**src/rtl/rolling_word_checksum_macros.svh**
```systemverilog
// Assertion macros used by the checksum input stage
`ifndef ROLLING_WORD_CHECKSUM_MACROS_SVH
`define ROLLING_WORD_CHECKSUM_MACROS_SVH

// same-cycle implication
`define RWC_ASSERT_NOW(label, clk, rst, ante, cons) \
   label: assert property (@(posedge clk) disable iff (rst) (ante) |-> (cons)) \
      else $error("rolling word checksum: same-cycle check failed");

// next-cycle implication
`define RWC_ASSERT_NEXT(label, clk, rst, ante, cons) \
   label: assert property (@(posedge clk) disable iff (rst) (ante) |=> (cons)) \
      else $error("rolling word checksum: next-cycle check failed");

`endif

```
**src/rtl/rwc_pkg.sv**
```systemverilog
// Types, constants and helper functions for the rolling word checksum
package rwc_pkg;

   localparam int MaxWindowWords = 2048;
   localparam int PtrWidth       = $clog2(MaxWindowWords);
   localparam int WinWidth       = 12;
   localparam int SumWidth       = 16;
   localparam int StartWidth     = 30;
   localparam int WordWidth      = 32;
   localparam int ProdWidth      = WinWidth + SumWidth;

   localparam logic [WinWidth-1:0] ResetWindow = WinWidth'(256);
   localparam logic [WinWidth-1:0] MaxWindow   = WinWidth'(MaxWindowWords);

   typedef struct packed {
      logic [SumWidth-1:0]   entering;
      logic                  use_leaving;
      logic                  emit;
      logic [StartWidth-1:0] window_start;
   } stage_type;

   function automatic logic [SumWidth-1:0] word_value(input logic [WordWidth-1:0] w);
      logic [SumWidth-1:0] hi;
      logic [SumWidth-1:0] lo;
      hi = {w[15:8], 8'h00};
      lo = {{8{w[7]}}, w[7:0]};
      return hi + lo;
   endfunction

   function automatic logic [WinWidth-1:0] effective_window(input logic [WinWidth-1:0] w);
      logic [WinWidth-1:0] n;
      if (w == '0) begin
         n = WinWidth'(1);
      end else if (w > MaxWindow) begin
         n = MaxWindow;
      end else begin
         n = w;
      end
      return n;
   endfunction

endpackage

```
**src/rtl/rwc_sum.sv**
```systemverilog
// Sum stage: rolling sums update and result register
module rwc_sum (
   input  logic                          clock,
   input  logic                          reset,
   input  logic                          csr_wr_en,
   input  logic [rwc_pkg::WinWidth-1:0]  win_n,
   input  logic                          stg_valid,
   output logic                          stg_ready,
   input  rwc_pkg::stage_type            stg,
   input  logic [rwc_pkg::SumWidth-1:0]  leaving_raw,
   output logic                          rsp_tvalid,
   input  logic                          rsp_tready,
   output logic [63:0]                   rsp_tdata    // [31:0] checksum, [61:32] window_start
);
   import rwc_pkg::*;

   logic [SumWidth-1:0]   plain_ff, plain_in;
   logic [SumWidth-1:0]   weighted_ff, weighted_in;
   logic [SumWidth-1:0]   leaving;
   logic [ProdWidth-1:0]  prod;
   logic                  out_valid_ff;
   logic [SumWidth-1:0]   out_plain_ff;
   logic [SumWidth-1:0]   out_weighted_ff;
   logic [StartWidth-1:0] out_start_ff;
   logic                  advance;

   assign stg_ready = !out_valid_ff || rsp_tready;
   assign advance   = stg_valid && stg_ready;

   always_comb begin
      leaving     = stg.use_leaving ? leaving_raw : '0;
      prod        = ProdWidth'(win_n) * ProdWidth'(leaving);
      plain_in    = plain_ff - leaving + stg.entering;
      weighted_in = weighted_ff - prod[SumWidth-1:0] + plain_in;
   end

   always_ff @(posedge clock) begin
      if (reset) begin
         plain_ff     <= '0;
         weighted_ff  <= '0;
         out_valid_ff <= 1'b0;
      end else if (csr_wr_en) begin
         plain_ff    <= '0;
         weighted_ff <= '0;
      end else if (advance) begin
         plain_ff     <= plain_in;
         weighted_ff  <= weighted_in;
         out_valid_ff <= stg.emit;
      end else if (rsp_tready) begin
         out_valid_ff <= 1'b0;
      end
   end

   always_ff @(posedge clock) begin
      if (advance) begin
         out_plain_ff    <= plain_in;
         out_weighted_ff <= weighted_in;
         out_start_ff    <= stg.window_start;
      end
   end

   assign rsp_tvalid = out_valid_ff;
   assign rsp_tdata  = {2'b00, out_start_ff, out_weighted_ff, out_plain_ff};
endmodule

```
**config.mk**
```make
export PLATFORM = sky130hd
export DESIGN_NAME = rwc_sum
export DESIGN_NICKNAME = d
export VERILOG_FILES = /design/src/rtl/rolling_word_checksum_macros.svh /design/src/rtl/rwc_pkg.sv /design/src/rtl/rwc_sum.sv
export SDC_FILE = /design/constraint.sdc
export NUM_CORES = 1
export LEC_CHECK = 0
export ABC_CLOCK_PERIOD_IN_PS = 16430
export BUFFER_PORTS_ARGS = -buffer_cell sky130_fd_sc_hd__buf_2
export CORE_AREA = 8 8 159 161
export DETAILED_ROUTE_END_ITERATION = 16
export DIE_AREA = 0 0 167 169
export SKIP_CTS_REPAIR_TIMING = 1
export SYNTH_ARGS = -nofsm -noshare
export SYNTH_HDL_FRONTEND = slang
export SYNTH_SLANG_ARGS = --single-unit
```
**constraint.sdc**
```tcl
create_clock -name clock -period 16.43 [get_ports clock]
set_input_delay 1.643 -clock clock [delete_from_list [all_inputs] [get_ports clock]]
set_output_delay 1.643 -clock clock [all_outputs]
set_load 0.1 [all_outputs]
```
Word level (Yosys, flattened, before mapping)
Index checks and enable logic that the tools add are counted.
- memories: 0
- bits in latches: 0
- register bits: 95
- memory bits (read-only): 0
- output and inout bits: 66
- RAM bits: 0
- logic and storage cells: 21
- add/subtract/negate cells: 4
- shift-type cells: 0
- bitwise gates (word level): 1
- $mul: 1
- reductions and logical operators: 6
- magnitude comparators: 0
- div/mod/pow operators: 0
- multiplexer cells: 3
- equal/unequal tests: 0
- operator list (cell ; count):
    16-bit adder ; 2
    16-bit subtractor ; 2
    12-bit by 16-bit multiplier with 16-bit output ; 1
    16-bit two-way mux ; 1
    1-bit two-way mux ; 2
    2-bit AND reduction ; 1
    2-bit nonzero test ; 1
    2-bit OR reduction ; 1
    1-bit logical AND ; 1
    1-bit zero test ; 1
    1-bit logical OR ; 1
    1-bit inverter ; 1

Longest topological paths before layout
- word-level depth: 5
- mapped depth: 33
- gate-level depth less buffers: 30

Worst setup path before layout
No wires, ideal clock.
- kind: input to register
- start point: in stg[31] in the netlist's numbering
- end point: reg out_weighted_ff[15] (data pin)
- required time: 16.155 ns
- arrival: 8.847 ns
- path buffers: 4
- slack: 7.308 ns
- cell stages on the path: 28
- setup time: 0.275 ns
- path through: clkbuf_1 buf_2 clkbuf_1 clkbuf_1 nand2_1 fa_1 fa_1 a21o_2 a21oi_1 o21bai_1 a21o_1 a21oi_1 o21bai_1 xor2_1 fa_1 inv_1 fa_1 fa_1 inv_1 fa_1 fa_1 ha_1 o2111a_1 o41ai_2 a21oi_1 o41ai_2 a21oi_1 xnor3_2
- word-level cells in the longest chain between the ends: 4
- RTL lines (item ; line ; RTL):
    start, declared ; rwc_sum.sv:9 ; input rwc_pkg::stage_type stg,
    16-bit two-way mux ; rwc_sum.sv:31 ; leaving = stg.use_leaving ? leaving_raw : '0;
    16-bit subtractor ; rwc_sum.sv:33 ; plain_in = plain_ff - leaving + stg.entering;
    16-bit adder ; rwc_sum.sv:33 ;
    net plain_in[8] ; rwc_sum.sv:17 ; logic [SumWidth-1:0] plain_ff, plain_in;
    16-bit adder ; rwc_sum.sv:34 ; weighted_in = weighted_ff - prod[SumWidth-1:0] + plain_in;
    net weighted_in[15] ; rwc_sum.sv:18 ; logic [SumWidth-1:0] weighted_ff, weighted_in;
    end signal, assigned ; rwc_sum.sv:57 ; out_weighted_ff <= weighted_in;
    end, declared ; rwc_sum.sv:23 ; logic [SumWidth-1:0] out_weighted_ff;
The timed path passes the listed nets, and every way through them passes these cells.
A chain may end at the register's enable or synchronous reset.

Final worst setup path
- start point: in stg[31] in the netlist's numbering
- end point: reg weighted_ff[15]
- word-level cells in the longest chain between the ends: 4
- RTL lines (item ; line ; RTL):
    16-bit two-way mux ; rwc_sum.sv:31 ;
    16-bit subtractor ; rwc_sum.sv:33 ;
    16-bit adder ; rwc_sum.sv:33 ;
    net plain_in[8] ; rwc_sum.sv:17 ;
    16-bit adder ; rwc_sum.sv:34 ;
    net weighted_in[15] ; rwc_sum.sv:18 ;
    end signal, assigned ; rwc_sum.sv:47 ; weighted_ff <= weighted_in;
    end, declared ; rwc_sum.sv:18 ;
The timed path passes the listed nets, and every way through them passes these cells.

==> flow_summary.yaml <==
floorplanning:
  die_area_um2: 28200
  rows: 56
  dieHeight_um: 169
  coreArea_um2: 22900
  start_util_pct: 39.1
  ioPinCount: 147
  die_width_um: 167
setup_path:
  crit_family: "adder cells"
  crit_top_cell: "fa_1"
  critPathSlowestCell: "buf_4"
  cp.depth: 30
  critical_path_arrival_ns: 9.47
  worst-path-max-fanout: 128
  critPathMaxStageDelay_ns: 0.63
  crit_type: "in -> reg"
  cp.required_ns: 16.64
  crit_path_end: "weighted_ff[15]"
  crit_path_start: "stg[31]"
  worstRegToRegCells: 28
  path_buf_inv: 5
  worstReg2RegEnd: "weighted_ff[15]"
  worst_setup_path_end_kind: "flip-flop"
  start_kind: "input port"
  rrSetupSlack_ns: 8.96
  crit-reg2reg-launch: "plain_ff[0]"
clocking:
  clock-sinks: 95
  cts_buffer_depth: 2
  cts_tree: "done"
  cts-root-buf: "clkbuf_16"
  cts.htree.levels: 3
  clkLatencyLatePin_ns: 0.36
  clk_pin_slew_ns: 0.07
  cts_buffers: 9
timing:
  setup_viol_count_final: 0
  setup_ws_ns: 7.17
  period_share_pct: 56.3
  finalHoldViolations: 0
  max-slew-margin-rel_pct: 40.9
  finalMaxSlewViolations: 0
  min_period_ns: 9.26
  tightest_slew_ns: 0.887
  fin_skew_ns: 0.0113
  fin_setup_tns_ns: 0
  rsz0062_at_grt: "false"
  fmax_mhz: 108
synth:
  synth_edf_count: 62
  yosysWarnings: 0
  syn_area_um2: 8960
  yosysSeqAreaShare_pct: 28.2
  syn_inst: 901
  synth_cell_types: 48
  synth_area_per_cell_um2: 9.94
  ys_ff_latch: 95
  async_reset_ff_share_pct: 0
  yosys.area.top_type_share_pct: 27.5
  yosys-top-cells-area: "fa_1 27%, edfxtp_1 21%, ha_1 7.8%"
  synth_ff_type: "edfxtp_1"
  yosysTopAreaCell: "fa_1"
detailed_routing:
  viasPerCell: 4.87
  wl_met2_um: 10100
  wl_per_cell_um: 15.6
  first_pass_iters: 4
  topRoutingLayerUsed: "met4"
  routed_wl_um: 20600
  wl_met3_um: 889
  drc: 0
  m1WireLength_um: 9260
  vias: 6409
  drt-initial-drc-count: 418
  ant_nets: 0
final_layout:
  final_layout_size_suffix_gt1_share_pct: 17.4
  diodes: 0
  area_delta_synth_final_pct: 14.2
  most-common-layout-cells: "176 x inv_1, 144 x buf_2, 123 x fa_1, 99 x and3_1, 87 x nand2_1"
  final_area_um2: 10200
  nNetsFinal: 1282
  final_common_cell: "inv_1"
placement:
  gp_congestion: 0.822
  dp.final_hpwl_um: 16800
  dp_slack_ns: 6.83
  port_buffers: 144
  placed_cell_area_um2: 9910
grt:
  grt_pass1_vias: 6825
  grt_overflow: 0
  grtUsageTotal_pct: 15.3
  grt_max_degree: 129
  antenna_found_initial: 0
  grt_pass1_wl_um: 34700
status:
  status: "finished, final reports clean"
job:
  drv_cap: 0
worst_hold_path:
  min_path_type: "reg -> reg"
==> sequential cells by signal, indices dropped and copies added (netlist names) <==
signal,count
out_start_ff,30
out_plain_ff,16
out_weighted_ff,16
plain_ff,16
weighted_ff,16
rsp_tvalid,1
==> stage by stage <==
step,instances,hold WS [ns],utilization (%)
after floorplan,902,0.436,-
after global placement,1301,0.443,43.3
after detailed placement,1301,0.448,43.3
after CTS,1317,0.459,44.6
after global routing,1317,0.479,44.6
final,1317,0.460,44.6
==> routing by layer <==
layer	global-route usage (%)	vias up
li1	-	3131
met1	19.5	3124
met2	26.2	136
met3	2.75	18
met4	4.15	0
met5	0	-
==> Yosys cell counts, types with 4 or more instances <==
cell type / instances
a211oi_1: 7
a21o_1: 8
a21oi_1: 43
and2_1: 11
and3_1: 99
clkbuf_1: 34
dfxtp_1: 33
edfxtp_1: 62
fa_1: 123
ha_1: 56
inv_1: 177
nand2_1: 87
nand3_1: 22
nor2_1: 23
nor3_1: 5
o21a_1: 6
o21ai_0: 11
o21bai_1: 4
or2_2: 4
xnor2_1: 33
xor2_1: 14
==> worst register-to-register path, delay by kind of cell, from the launching register on <==
kind                       cells  cell delay, ns
xor gates and xnor gates       2            0.79
AOI/OAI and AO/OA             12            2.17
DFF                            1            0.34
buffers and inverters          4            0.24
adders and majority gates      9            3.72
and+or+nand+nor                1            0.07
==> layout make-up <==
| type | instances | area, um^2 |
|---|---|---|
| sequential | 95 | 2520 |
| multi-input combinational | 592 | 5620 |
| timing repair buffer | 147 | 743 |
| clock buffer | 9 | 225 |
| tap | 290 | 363 |
| clock inverter | 7 | 86.3 |
| fill | 2245 | 12700 |
| inverter | 177 | 667 |
==> how the worst min path moves through the flow <==
stage	start	endpoint	slack [ns]	cells past startpoint
final	weighted_ff[13]	weighted_ff[13]	0.46	2
after floorplan	plain_ff[0]	plain_ff[0]	0.44	2
after CTS	plain_ff[9]	plain_ff[9]	0.46	2
after global placement	weighted_ff[5]	weighted_ff[5]	0.44	2
after global routing	plain_ff[11]	plain_ff[11]	0.48	2
after detailed placement	plain_ff[9]	plain_ff[9]	0.45	2
==> logic make-up after synthesis <==
family / Yosys count / synth area share (%)
other: 1 / 0.0419
DFF: 95 / 28.2
buffers and inverters: 215 / 9.15
xor gates and xnor gates: 50 / 5.22
adders and majority gates: 179 / 35.3
AOI/OAI and AO/OA: 99 / 7.19
and+or+nand+nor: 262 / 14.9
Power is left out: the tool's default activity adds up to more than one toggle a clock period on the data nets, which glitch-free logic cannot reach.
